--- src/rtl/sobel_pkg.sv ---
package sobel_pkg;

  localparam int PIX_W        = 8;
  localparam int LINE_WIDTH_W = 11;
  localparam int THR_W        = 8;
  localparam int OUT_COL_W    = 10;
  localparam int OUT_ROW_W    = 12;
  localparam int IN_TDATA_W   = 8;
  localparam int OUT_TDATA_W  = 32;
  localparam int OUT_PAD_W    = OUT_TDATA_W - PIX_W - OUT_COL_W - OUT_ROW_W;
  localparam int CFG_IDX_W    = 2;

  typedef logic [PIX_W-1:0] pix_t;

  // one window column, index 0 is the top (oldest) row
  typedef logic [2:0][PIX_W-1:0] col_t;

  typedef struct packed {
    logic [THR_W-1:0] hi;
    logic [THR_W-1:0] lo;
  } thr_t;

  typedef enum logic [CFG_IDX_W-1:0] {
    CFG_LINE_WIDTH = 2'd0,
    CFG_HIGH_THR   = 2'd1,
    CFG_LOW_THR    = 2'd2
  } cfg_idx_e;

  localparam logic [LINE_WIDTH_W-1:0] LINE_WIDTH_RST = 11'd1024;
  localparam logic [THR_W-1:0]        HIGH_THR_RST   = 8'd200;
  localparam logic [THR_W-1:0]        LOW_THR_RST    = 8'd100;
  localparam logic [PIX_W-1:0]        PIX_MAX        = 8'd255;
  localparam int                      MIN_WIDTH      = 3;

endpackage

--- src/rtl/sobel_kernel.sv ---
module sobel_kernel (
  input  sobel_pkg::col_t  left_i,
  input  sobel_pkg::col_t  mid_i,
  input  sobel_pkg::col_t  right_i,
  input  sobel_pkg::thr_t  thr_i,
  output sobel_pkg::pix_t  edge_o
);

  logic [9:0]  gx_p, gx_n, gy_p, gy_n;
  logic [9:0]  ax, ay;
  logic [10:0] mag;
  logic [7:0]  sat, inv;

  always_comb begin
    // gx: right column minus left column, middle row weighted by two
    gx_p = 10'(right_i[0]) + 10'({right_i[1], 1'b0}) + 10'(right_i[2]);
    gx_n = 10'(left_i[0])  + 10'({left_i[1], 1'b0})  + 10'(left_i[2]);
    // gy: top row minus bottom row, middle column weighted by two
    gy_p = 10'(left_i[0]) + 10'({mid_i[0], 1'b0}) + 10'(right_i[0]);
    gy_n = 10'(left_i[2]) + 10'({mid_i[2], 1'b0}) + 10'(right_i[2]);
    ax   = (gx_p >= gx_n) ? (gx_p - gx_n) : (gx_n - gx_p);
    ay   = (gy_p >= gy_n) ? (gy_p - gy_n) : (gy_n - gy_p);
    mag  = 11'(ax) + 11'(ay);
    sat  = (mag > 11'(sobel_pkg::PIX_MAX)) ? sobel_pkg::PIX_MAX : mag[7:0];
    inv  = sobel_pkg::PIX_MAX - sat;
    // high test wins when the thresholds cross
    if (inv > thr_i.hi) begin
      edge_o = sobel_pkg::PIX_MAX;
    end else if (inv < thr_i.lo) begin
      edge_o = '0;
    end else begin
      edge_o = inv;
    end
  end

endmodule

--- config.mk ---
export PLATFORM = sky130hd
export DESIGN_NAME = sobel_kernel
export DESIGN_NICKNAME = d
export VERILOG_FILES = /design/src/rtl/sobel_pkg.sv /design/src/rtl/sobel_kernel.sv
export SDC_FILE = /design/constraint.sdc
export NUM_CORES = 1
export LEC_CHECK = 0
export BUFFER_PORTS_ARGS = -buffer_cell sky130_fd_sc_hd__buf_2
export CAP_MARGIN = 20
export CORE_ASPECT_RATIO = 0.9
export CORE_MARGIN = 8
export CORE_UTILIZATION = 51
export DETAILED_ROUTE_END_ITERATION = 7
export PLACE_DENSITY = 0.83
export SLEW_MARGIN = 30
export SYNTH_ARGS = -nofsm -noshare
export SYNTH_HDL_FRONTEND = slang
export SYNTH_SLANG_ARGS = --single-unit
--- constraint.sdc ---
create_clock -name vclk -period 7.7
set_input_delay 0.385 -clock vclk [all_inputs]
set_output_delay 0.385 -clock vclk [all_outputs]
set_load 0.05 [all_outputs]
After elaboration in Yosys (flattened, before gate mapping)
Index checks and enable logic that the tools add are counted.
Storage, ports and cells
  word-level logic and storage cells: 24
  register bits: 0
  input bits: 88
Operators by class
  mux-type cells: 5
  $lt $le $gt $ge: 5
  $add $sub $neg: 14
Operators with widths (number)
  adder 10 x 8 -> 10 bit: 4
  adder 8 x 9 -> 10 bit: 4
  subtractor 10 bit: 4
  2-to-1 mux 8 bit: 3
  >= comparator 10 bit: 2
  2-to-1 mux 10 bit: 2
  adder 10 x 10 -> 11 bit: 1
  greater-than comparator 11 x 8 -> 1 bit (second input constant): 1
  greater-than comparator 8 bit: 1
  less-than comparator 8 bit: 1
  subtractor 8 bit (first input constant): 1

Longest topological paths before layout
  depth after elaboration: 11
  mapped depth: 40
  depth with buffers taken out: 37

Worst setup path before layout
Ideal clock, no wire load.
  path type: input -> output
  from: input right_i[1] in the netlist's numbering
  to: output edge_o[3]
  cell stages on the path: 34
  data required time: 7.315 ns
  path buffers: 2
  setup slack: -0.489 ns
  arrival time: 7.804 ns
  cell sequence: inv_1 -> fa_1 -> inv_1 -> ha_1 -> fa_1 -> a21oi_1 -> nor2_1 -> nor2_1 -> o21bai_1 -> a21oi_1 -> nor2b_1 -> o21ai_0 -> nand2b_1 -> ha_1 -> a21oi_1 -> o21ai_1 -> o41ai_1 -> o21a_1 -> buf_2 -> mux2_2 -> fa_1 -> a21o_1 -> a221oi_2 -> a22o_1 -> nor3_4 -> nand2_1 -> clkbuf_1 -> nor2_1 -> ha_1 -> a21oi_1 -> maj3_1 -> nor2_1 -> a21oi_1 -> o31ai_1
Between the ends
  word-level cells in the longest chain between the ends: 11
  elaborated cells between the ends (all ways): 19
RTL lines
  start, declared: RTL line sobel_kernel.sv:4  | input sobel_pkg::col_t right_i,
  adder 8 x 9 -> 10 bit: RTL line sobel_kernel.sv:16  | gx_p = 10'(right_i[0]) + 10'({right_i[1], 1'b0}) + 10'(right_i[2]);
  adder 10 x 8 -> 10 bit: RTL line sobel_kernel.sv:16
  subtractor 10 bit or >= comparator 10 bit (tied branches): RTL line sobel_kernel.sv:21  | ax = (gx_p >= gx_n) ? (gx_p - gx_n) : (gx_n - gx_p);
  2-to-1 mux 10 bit: RTL line sobel_kernel.sv:21
  adder 10 x 10 -> 11 bit (*): RTL line sobel_kernel.sv:23  | mag = 11'(ax) + 11'(ay);
  greater-than comparator 11 x 8 -> 1 bit: RTL line sobel_kernel.sv:24  | sat = (mag > 11'(sobel_pkg::PIX_MAX)) ? sobel_pkg::PIX_MAX : mag[7:0];
  2-to-1 mux 8 bit (*): RTL line sobel_kernel.sv:24
  subtractor 8 bit (*): RTL line sobel_kernel.sv:25  | inv = sobel_pkg::PIX_MAX - sat;
  less-than comparator 8 bit: RTL line sobel_kernel.sv:29  | end else if (inv < thr_i.lo) begin
  2-to-1 mux 8 bit: RTL line sobel_kernel.sv:29
  2-to-1 mux 8 bit (*): RTL line sobel_kernel.sv:27  | if (inv > thr_i.hi) begin
  end, declared: RTL line sobel_kernel.sv:6  | output sobel_pkg::pix_t edge_o
Every way passes the cells marked *; elsewhere a longest branch is shown, timed or not.

Final worst setup path
  from: input right_i[17] in the netlist's numbering
  to: output edge_o[4]
Between the ends
  word-level cells in the longest chain between the ends: 10
  elaborated cells between the ends (all ways): 18
RTL lines (RTL line)
  adder 10 x 8 -> 10 bit (on tied branches): sobel_kernel.sv:16, sobel_kernel.sv:20
  subtractor 10 bit (tied with other cells): sobel_kernel.sv:21
  2-to-1 mux 10 bit (on tied branches): sobel_kernel.sv:21, sobel_kernel.sv:22
  adder 10 x 10 -> 11 bit (*): sobel_kernel.sv:23
  greater-than comparator 11 x 8 -> 1 bit: sobel_kernel.sv:24
  2-to-1 mux 8 bit (*): sobel_kernel.sv:24
  subtractor 8 bit (*): sobel_kernel.sv:25
  less-than comparator 8 bit: sobel_kernel.sv:29
  2-to-1 mux 8 bit: sobel_kernel.sv:29
  2-to-1 mux 8 bit (*): sobel_kernel.sv:27
Marked as above.

==> impl_metrics.env <==
export IMPL_outcome="finished, violations left"
export IMPL_violations="setup timing"
export IMPL_slew_violations=0
export IMPL_hold_class="in2out"
export IMPL_crit_start="right_i[17]"
export IMPL_final_cell_area_um2=6570
export IMPL_yosysSeqAreaShare_pct=0
export IMPL_initial_utilization_pct=52.78
export IMPL_grt_max_degree=10
export IMPL_yosys_area_top_type="ha_1"
export IMPL_max_slew_margin_pct=33.62
export IMPL_synthTopCellsByArea="ha_1 (26%), fa_1 (16%), inv_1 (9.9%), a21oi_1 (5.5%), xnor2_1 (5.0%)"
export IMPL_ff_latch_area_um2=0
export IMPL_synth_top_area_share_pct=26.32
export IMPL_hpwl_um=11220
export IMPL_setup_viol=8
export IMPL_grt_pass1_vias=5493
export IMPL_final_common_cell="inv_1"
export IMPL_hp_start="thr_i[2]"
export IMPL_grt_pass1_wl_um=24650
export IMPL_final_nets=990
export IMPL_core_area_um2=8648
export IMPL_route_detailed_drc=0
export IMPL_worstPathMaxFanout=9
export IMPL_maxCapViolCount=0
export IMPL_fin_crit_sh_pct=107.6
export IMPL_overflow=0
export IMPL_finalWirelength_um=17330
export IMPL_layout_common_cells="inv_1 (114), buf_4 (87), ha_1 (84)"
export IMPL_netlist_area_um2=4564
export IMPL_routed_via_density=6.047
export IMPL_syn_area_per_cell_um2=7.723
export IMPL_clock_buffer_count=0
export IMPL_slowest_stage="or4_4"
export IMPL_worstMarginPinSlew_ns=0.9923
export IMPL_ant_nets=0
export IMPL_ios=96
export IMPL_postCtsHoldBufs=0
export IMPL_grt_total_usage_pct=23.78
export IMPL_row_count=32
export IMPL_portBuffers=88
export IMPL_top_layer_used="met4"
export IMPL_drt_iter0_drc=500
export IMPL_synth_fp_nets=812
export IMPL_drt_wirelength_per_cell_um=19.56
export IMPL_area_delta_synth_final_pct=43.94
export IMPL_wl_met2_um=8586
export IMPL_vias=5358
export IMPL_finalHoldViolations=0
export IMPL_die_area_um2=12240
export IMPL_placed_area_um2=5859
export IMPL_path_class="in2out"
export IMPL_rsz0062_at_grt="true"
export IMPL_cpPeakStageDelay_ns=0.53
export IMPL_netlist_instances=591
export IMPL_ys_types=52
export IMPL_drt_met1_wl_um=6213
export IMPL_critPathRequiredTime_ns=7.32
export IMPL_ys_warn_count=0
export IMPL_critPathCaptureType="output port"
export IMPL_dr_wl_met3_um=1317
export IMPL_fp_dieW_um=115.7
export IMPL_crit_arrival_ns=7.90
export IMPL_fmax_ghz=0.1207
export IMPL_antenna_found_initial=0
export IMPL_final_layout_size_suffix_gt1_share_pct=37.68
export IMPL_crit_path_start_kind="input port"
export IMPL_crit_top_cell="inv_1"
export IMPL_antenna_cells=0
export IMPL_routabilityCongestion=0.9366
export IMPL_design_seq_count=0
export IMPL_fill_cells=530
export IMPL_drtPass1Iterations=7
export IMPL_setup_slack_ns=-0.5852
export IMPL_die_y_um=105.8
export IMPL_fin_crit_ns=8.285
critical path: cells and delay by family:
family	cells	cell delay (ns)
XOR/XNOR	2	0.38
multiplexers	1	0.26
buffers and inverters	12	1.48
adder cells (fa/ha/maj)	6	1.79
AO/OA/AOI/OAI	10	1.96
AND/OR/NAND/NOR	9	1.62
final timing paths:
path / to / cells past startpoint / slack (ns)
worst min-delay path: edge_o[7] / 6 / 1.55
worst max-delay path: edge_o[4] / 40 / -0.59
Yosys cell counts, drive strengths merged (6+ instances only):
master and n:
a21oi 50, clkbuf 6, nand2b 7, xor2 20, mux2i 10, o21bai 13, inv 120, ha 96
o211ai 6, a21o 27, fa 37, mux2 7, a211oi 7, o21ai 28, nand3 7, nand2 32
nor2 32, xnor2 26
area by class of cell:
| class | count | area (µm²) | area share [%] |
|---|---|---|---|
| inverter | 120 | 452.9 | 6.894 |
| multi-input combinational | 461 | 4636 | 70.56 |
| tap | 119 | 148.9 | 2.266 |
| timing repair buffer | 186 | 1333 | 20.28 |
logic make-up after synthesis:
family                     Yosys count  share of synthesized area, %
adders and majority gates          134                         42.76
and+or+nand+nor                    104                         10.99
AOI/OAI and AO/OA                  160                         22.67
xor gates and xnor gates            46                         8.827
muxes                               17                         3.920
buffers and inverters              130                         10.83
timing repair:
action,4_1_cts,5_1_grt
setup buffers,12,8
setup endpoints to repair,8,8
gates cloned,0,0
pin swaps,40,42
gates resized for setup,81,47
per-layer routing:
layer,track usage [%],up-vias
met3,1.483,158
met5,0,-
met4,8.973,0
li1,-,2350
met1,26.52,2476
met2,45.64,374
per-stage QoR:
| step | TNS (ns) | util [%] | hold WS, ns | setup WS, ns | std cells |
|---|---|---|---|---|---|
| 4_1_cts | -1.171 | 72.74 | 1.574 | -0.1622 | 878 |
| 6_report | -4.541 | 75.97 | 1.553 | -0.5852 | 886 |
| 2_1_floorplan | 0 | - | 1.481 | 0.01324 | 591 |
| 5_1_grt | -6.237 | 75.97 | 1.580 | -0.7922 | 886 |
| 3_5_place_dp | -4.526 | 67.75 | 1.597 | -0.5849 | 867 |
| 3_3_place_gp | -2.578 | 67.75 | 1.610 | -0.3317 | 867 |
Power is left out: the tool's default activity adds up to more than one toggle a clock period on the data nets, which glitch-free logic cannot reach.
