$ cat config.mk
export PLATFORM = sky130hd
export DESIGN_NAME = sobel_col_cell
export DESIGN_NICKNAME = d
export VERILOG_FILES = /design/src/rtl/sobel_pkg.sv /design/src/rtl/sobel_col_cell.sv
export SDC_FILE = /design/constraint.sdc
export NUM_CORES = 1
export LEC_CHECK = 0
export BUFFER_PORTS_ARGS = -buffer_cell sky130_fd_sc_hd__buf_2
export CAP_MARGIN = 20
export CORE_MARGIN = 2
export CORE_UTILIZATION = 35
export CTS_CLUSTER_SIZE = 8
export DETAILED_ROUTE_END_ITERATION = 10
export GPL_TIMING_DRIVEN = 0
export PLACE_DENSITY = 0.81
export RECOVER_POWER = 25
export REMOVE_ABC_BUFFERS = 1
export SYNTH_ARGS = -nofsm -noshare
export SYNTH_HDL_FRONTEND = slang
export SYNTH_SLANG_ARGS = --single-unit
$ cat constraint.sdc
create_clock -name clk_i -period 0.8 [get_ports clk_i]
set_input_delay 0.16 -clock clk_i [delete_from_list [all_inputs] [get_ports clk_i]]
set_output_delay 0.16 -clock clk_i [all_outputs]
set_load 0.01 [all_outputs]
$ cat src/rtl/sobel_pkg.sv
package sobel_pkg;

  localparam int PIX_W        = 8;
  localparam int LINE_WIDTH_W = 11;
  localparam int THR_W        = 8;
  localparam int OUT_COL_W    = 10;
  localparam int OUT_ROW_W    = 12;
  localparam int IN_TDATA_W   = 8;
  localparam int OUT_TDATA_W  = 32;
  localparam int OUT_PAD_W    = OUT_TDATA_W - PIX_W - OUT_COL_W - OUT_ROW_W;
  localparam int CFG_IDX_W    = 2;

  typedef logic [PIX_W-1:0] pix_t;

  // one window column, index 0 is the top (oldest) row
  typedef logic [2:0][PIX_W-1:0] col_t;

  typedef struct packed {
    logic [THR_W-1:0] hi;
    logic [THR_W-1:0] lo;
  } thr_t;

  typedef enum logic [CFG_IDX_W-1:0] {
    CFG_LINE_WIDTH = 2'd0,
    CFG_HIGH_THR   = 2'd1,
    CFG_LOW_THR    = 2'd2
  } cfg_idx_e;

  localparam logic [LINE_WIDTH_W-1:0] LINE_WIDTH_RST = 11'd1024;
  localparam logic [THR_W-1:0]        HIGH_THR_RST   = 8'd200;
  localparam logic [THR_W-1:0]        LOW_THR_RST    = 8'd100;
  localparam logic [PIX_W-1:0]        PIX_MAX        = 8'd255;
  localparam int                      MIN_WIDTH      = 3;

endpackage

$ cat src/rtl/sobel_col_cell.sv
module sobel_col_cell (
  input  logic                clk_i,
  input  logic                shift_i,
  input  sobel_pkg::col_t     col_i,
  output sobel_pkg::col_t     col_o
);

  sobel_pkg::col_t col_q;
  sobel_pkg::col_t col_d;

  always_comb begin
    col_d = shift_i ? col_i : col_q;
  end

  always_ff @(posedge clk_i) begin
    col_q <= col_d;
  end

  assign col_o = col_q;

endmodule

# Yosys cells after proc, flatten, opt, wreduce, memory -nomap -nowiden
# Cells that the tools add are included.
# word_totals
reg_bits	24
output_inout_bits	24

# Logic depth before layout (Yosys ltp)
# Gate-level depths: netlist of run 1.
# logic_depth
word_depth	0
depth_mapped	0
mapped_depth_nobuf	0

# Worst setup path after synthesis of run 1
# No wires, ideal clock.
# synth_timing
path_type	reg-to-output
from	reg col_q, in the netlist col_o[0]
to	out col_o[0] in the netlist's numbering
required_time_ps	640
n_path_buf	0
arrival_time_ps	394
setup_slack_ps	246
stages_incl_launch_ff	1
cell_sequence	edfxtp_1
# synth_rtl
element	line	rtl
from (decl)	sobel_col_cell.sv:8	sobel_pkg::col_t col_q;
from (signal assigned)	sobel_col_cell.sv:16	col_q <= col_d;
to (decl)	sobel_col_cell.sv:5	output sobel_pkg::col_t col_o
# No word-level cell between the ends.

# Worst setup path in the final report of run 1
# layout_timing
from	reg col_q, in the netlist col_o[4]
to	out col_o[4] in the netlist's numbering
# No word-level cell between the ends.

==> impl_metrics.py, run 1 <==
metrics = {
    "layout": {
        "final_cell_mix": "buf_2, edfxtp_1, clkbuf_4, bufinv_16",
        "final.fill_count": 181,
        "largest_register_ffs": 24,
        "n_multi_input_combinational_cell": 0,
        "drive_gt1_share_pct": 68.83,
        "layout.core_utilization_pct": 54.19,
        "multi_input_area_um2": 0,
        "area_delta_synth_final_pct": 46.01,
        "layout_commonest_cell": "buf_2",
        "layout_net_count": 104,
        "ff_latch_area_um2": 720.7,
        "num_antenna_cells": 0,
    },
    "clock_network": {
        "clkTransAtPathRegs_ns": 0.12,
        "h_tree_lvl_count": 1,
        "clock-sinks": 24,
        "clk_path_buf_depth": 2,
        "number_of_buffers_inserted_by_hold_repair_at_cts": 0,
        "cts_buffers": 3,
        "ctsResizeCount": 0,
        "cts_tree": "built",
        "clock_tree.root_cell": "clkbuf_4",
        "post_cts_buffers": 0,
    },
    "placed_design": {
        "worst_case_setup_slack_after_placement_ns": -0.1643,
        "io_buffer_count": 49,
        "gp_congestion": 0.6469,
    },
    "logic_synthesis": {
        "yosys_warnings": 0,
        "ys_seq_area_share_pct": 100.0,
        "syn-instance-count": 24,
        "post_synthesis_compound_gate_area_fraction_pct": 0,
        "post_synth_mux_area_share_pct": 0,
        "synth-xor-area-share_pct": 0,
        "synth_cell_type_count": 1,
        "ys_ff_latch": 24,
        "synth_fa_ha_area_share_pct": 0,
        "synthSimpleGateAreaFrac_pct": 0,
        "post_synth.cell_area_avg_um2": 30.03,
        "post_synthesis_instance_area_um2": 720.7,
    },
    "critical_path": {
        "timing.critical_path.to_type": "output pin",
        "critical_path.n_buffers_inverters": 1,
        "critical-path-slowest-cell": "edfxtp_1",
        "worst_ep_required_time_ns": 0.64,
        "path_delay_family": "flip-flops",
        "timing_worst_setup_path_type": "reg -> out",
        "critPathMaxFanout": 1,
        "startpoint_type": "flop",
        "critical_path.max_stage_delay_ns": 0.40,
        "crit_path_cell_trace": "buf_2",
        "worst_ep_arrival_time_ns": 0.84,
    },
    "floorplanning": {
        "start_util_pct": 37.11,
        "die-height_um": 49.38,
        "dieWidth_um": 49.38,
        "die-area_um2": 2438,
        "total_core_area_um2": 1942,
        "floorplan.rows": 16,
        "num_io_pins": 50,
    },
    "sta": {
        "maximum_clock_frequency_mhz": 996.9,
        "slew-limit-headroom_pct": 65.93,
        "timing.final.setup_violations": 24,
        "worst_margin_pin_slew_ns": 0.5110,
        "fin_crit_sh_pct": 125.4,
        "grt_setup_unrepaired": "true",
        "fin_crit_ns": 1.003,
        "timing.setup.tns_ns": -4.264,
        "postLayoutSetupSlackWorst_ns": -0.2031,
        "finalHoldViolCount": 0,
        "slew_viol_final": 0,
    },
    "routing": {
        "detailed_route_vias_per_instance": 4.019,
        "detail_route.iter0.violations": 3,
        "detail_route.first_pass.iterations": 3,
        "route.final.wire_length_um": 1153,
        "dr_total_vias": 418,
        "mean_routed_wirelength_per_cell_um": 11.09,
        "route.antenna.remaining_nets": 0,
        "route.detailed.drc": 0,
    },
    "power": {
        "power.share.combinational_pct": 8.6,
        "sequentialPowerShare_pct": 59.1,
        "clk_pwr_share_pct": 32.3,
        "power_switching_mw": 0.4566,
        "power.static_leakage_nw": 0.4556,
        "power_per_cell_area_nw_per_um2": 2431,
        "vdd.ir_drop.worst_mv": 1.547,
        "report.power.total_mw": 2.558,
        "switching_share_pct": 17.85,
        "p_int_mw": 2.101,
    },
    "global_routing": {
        "gr-usage-all-layers_pct": 10.52,
        "grt_start_max_net_pins": 25,
        "grt.overflow.total": 0,
        "number_of_global_route_vias_before_repair": 443,
        "antenna_found_initial": 0,
        "grt_first_pass_wirelength_um": 1835,
    },
    "job": {
        "drv_cap": 0,
    },
    "outcome": {
        "status": "complete, but fails checks",
        "failed_checks": "negative setup slack",
    },
    "min_path": {
        "holdCritPathClass": "in -> reg",
    },
}
[power by group through the flow]
stage | combinational (mW) | clock [mW] | sequential [mW]
floorplan | 0 | 0 | 1.60
global placement | 0.220 | 0 | 1.54
detailed placement | 0.224 | 0 | 1.54
CTS | 0.224 | 0.859 | 1.51
global route | 0.237 | 0.896 | 1.53
finish | 0.220 | 0.825 | 1.51
[routing by layer]
layer	wire [um]	track usage [%]	vias up
met5	0	0	-
met4	12	6.944	0
met3	111	2.454	2
met2	622	18.24	26
met1	406	11.36	186
li1	-	-	204
[logic make-up (layout without fill, tap and decap cells)]
kind of cell / after synthesis / in the layout
DFF: 24 / 24
buffers and inverters: 0 / 53
[cells in the mapped netlist (all sizes together)]
library cell   n  area (um^2)
edfxtp        24        720.7
[stage by stage]
| step | cells | hold WS, ns | cell area (um^2) |
|---|---|---|---|
| 5_1_grt | 104 | 0.003970 | 1052 |
| 4_1_cts | 104 | 0.009980 | 1052 |
| 3_3_place_gp | 100 | 0.3368 | 999.7 |
| 2_1_floorplan | 24 | 0.2589 | 720.7 |
| 3_5_place_dp | 100 | 0.3381 | 999.7 |
| 6_report | 104 | 0.02487 | 1052 |
[worst paths after layout]
kind	depth (start not counted)	startpoint	to	slack, ns
max	1	col_o[4]	col_o[4]	-0.20
min	1	col_i[6]	col_o[6]	0.02
[layout make-up]
cell class / count / share of cell area (%)
Clock inverter: 1 / 2.854
Sequential cell: 24 / 68.49
Timing Repair Buffer: 49 / 23.31
Clock buffer: 3 / 2.140
Tap cell: 27 / 3.210
No activity file was read; power rests on OpenSTA's default activity.
==> inputs of run 2 (changes only) <==
Settings changed: CORE_UTILIZATION 35 to 38, PLACE_DENSITY 0.81 to 0.86.
==> run 2 against run 1 <==
The run still ends with negative setup slack left. Maximum frequency grew 0.75%. Clock power grew 0.5%. Cell count shrank 1.9%. Die area shrank 7.3%. Global-route usage is essentially flat. Wire length grew 2.9%. Combinational power is essentially flat. Critical path depth is the same. Critical path type unchanged. Critical endpoint is now col_o[9].
==> impl_metrics.py, run 2 (same netlist as run 1, synthesis figures left out) <==
metrics = {
    "outcome": {
        "status": "complete, but fails checks",
        "failed_checks": "negative setup slack",
    },
    "sta": {
        "postLayoutSetupSlackWorst_ns": -0.1956,
        "slew_viol_final": 0,
        "fin_crit_ns": 0.9956,
        "fin_crit_sh_pct": 124.4,
        "timing.final.setup_violations": 24,
        "worst_margin_pin_slew_ns": 0.4995,
        "finalHoldViolCount": 0,
        "fin_hold_ws_ns": 0.02045,
        "grt_setup_unrepaired": "true",
        "maximum_clock_frequency_mhz": 1004,
        "slew-limit-headroom_pct": 66.70,
    },
    "placed_design": {
        "gp_congestion": 0.6168,
        "postPlaceCellArea_um2": 997.2,
        "io_buffer_count": 49,
    },
    "power": {
        "power_per_cell_area_nw_per_um2": 2442,
        "vdd.ir_drop.worst_mv": 1.162,
        "power.static_leakage_nw": 0.4556,
        "report.power.total_mw": 2.563,
    },
    "clock_network": {
        "cts_buffers": 3,
        "post_cts_buffers": 0,
        "h_tree_lvl_count": 1,
        "ctsResizeCount": 0,
        "cts_tree": "built",
        "clkTransAtPathRegs_ns": 0.13,
        "clk_path_buf_depth": 2,
        "number_of_buffers_inserted_by_hold_repair_at_cts": 0,
        "clock_tree.root_cell": "clkbuf_4",
        "clock-sinks": 24,
    },
    "routing": {
        "detail_route.iter0.violations": 1,
        "mean_routed_wirelength_per_cell_um": 11.63,
        "route.antenna.remaining_nets": 0,
        "route.final.wire_length_um": 1186,
        "detailed_route_vias_per_instance": 4.294,
        "dr_total_vias": 438,
        "route.detailed.drc": 0,
        "detail_route.first_pass.iterations": 2,
    },
    "floorplanning": {
        "num_io_pins": 50,
        "total_core_area_um2": 1764,
        "die-height_um": 47.55,
        "dieWidth_um": 47.55,
        "start_util_pct": 40.85,
        "floorplan.rows": 15,
        "die-area_um2": 2261,
    },
    "layout": {
        "num_antenna_cells": 0,
        "layout_net_count": 104,
        "drive_gt1_share_pct": 68.83,
        "n_multi_input_combinational_cell": 0,
        "layout.core_utilization_pct": 59.50,
        "final.fill_count": 158,
        "multi_input_area_um2": 0,
        "largest_register_ffs": 24,
        "fin_area_um2": 1050,
        "ff_latch_area_um2": 720.7,
        "final_cell_mix": "buf_2, edfxtp_1, clkbuf_4, bufinv_16",
        "area_delta_synth_final_pct": 45.66,
        "layout_commonest_cell": "buf_2",
    },
    "critical_path": {
        "worst_ep_arrival_time_ns": 0.84,
        "critPathLaunch": "col_o[9]",
        "worst_ep_required_time_ns": 0.64,
        "timing_worst_setup_path_type": "reg -> out",
        "path_delay_family": "flip-flops",
        "timing.critical_path.to_type": "output pin",
        "startpoint_type": "flop",
        "critical_path.n_buffers_inverters": 1,
        "crit_path_cell_trace": "buf_2",
        "critPathMaxFanout": 1,
        "critical-path-slowest-cell": "edfxtp_1",
        "critical_path.max_stage_delay_ns": 0.38,
    },
    "global_routing": {
        "number_of_global_route_vias_before_repair": 437,
        "gr-usage-all-layers_pct": 10.49,
        "grt_first_pass_wirelength_um": 1593,
        "antenna_found_initial": 0,
        "grt_start_max_net_pins": 25,
        "grt.overflow.total": 0,
    },
    "min_path": {
        "timing.hold.worst.start": "col_i[5]",
        "holdCritPathClass": "in -> reg",
    },
    "job": {
        "drv_cap": 0,
    },
}
-- run 2: per-stage QoR --
step | setup slack, ns | setup TNS [ns] | std cells
2_1_floorplan | 0.2462 | 0 | 24
3_3_place_gp | -0.1297 | -3.093 | 98
3_5_place_dp | -0.1630 | -3.895 | 98
4_1_cts | -0.2213 | -4.878 | 102
5_1_grt | -0.2514 | -5.521 | 102
6_report | -0.1956 | -4.291 | 102
-- run 2: final timing paths --
check,end,slack [ns],depth (start not counted)
max,col_o[9],-0.20,1
min,col_o[5],0.02,1
-- run 2: metal layers --
metal / global-route usage, % / up-vias / part of all wire (%)
met1: 9.548 / 196 / 33
met5: 0 / - / 0
li1: - / 202 / -
met3: 5.283 / 2 / 16
met2: 19.19 / 38 / 50
met4: 4.865 / 0 / 0.51
-- run 2: layout make-up --
class                 instances  share of cell area [%]
Clock inverter                1                   2.861
Clock buffer                  3                   2.145
Tap cell                     25                   2.980
Timing Repair Buffer         49                   23.36
Sequential cell              24                   68.65
-- run 2: report_power, final --
group	internal, mW	leakage [nW]	total [mW]	switching, mW
clock network	0.506	0.0279	0.829	0.323
registers	1.49	0.235	1.51	0.0198
logic	0.104	0.193	0.223	0.119
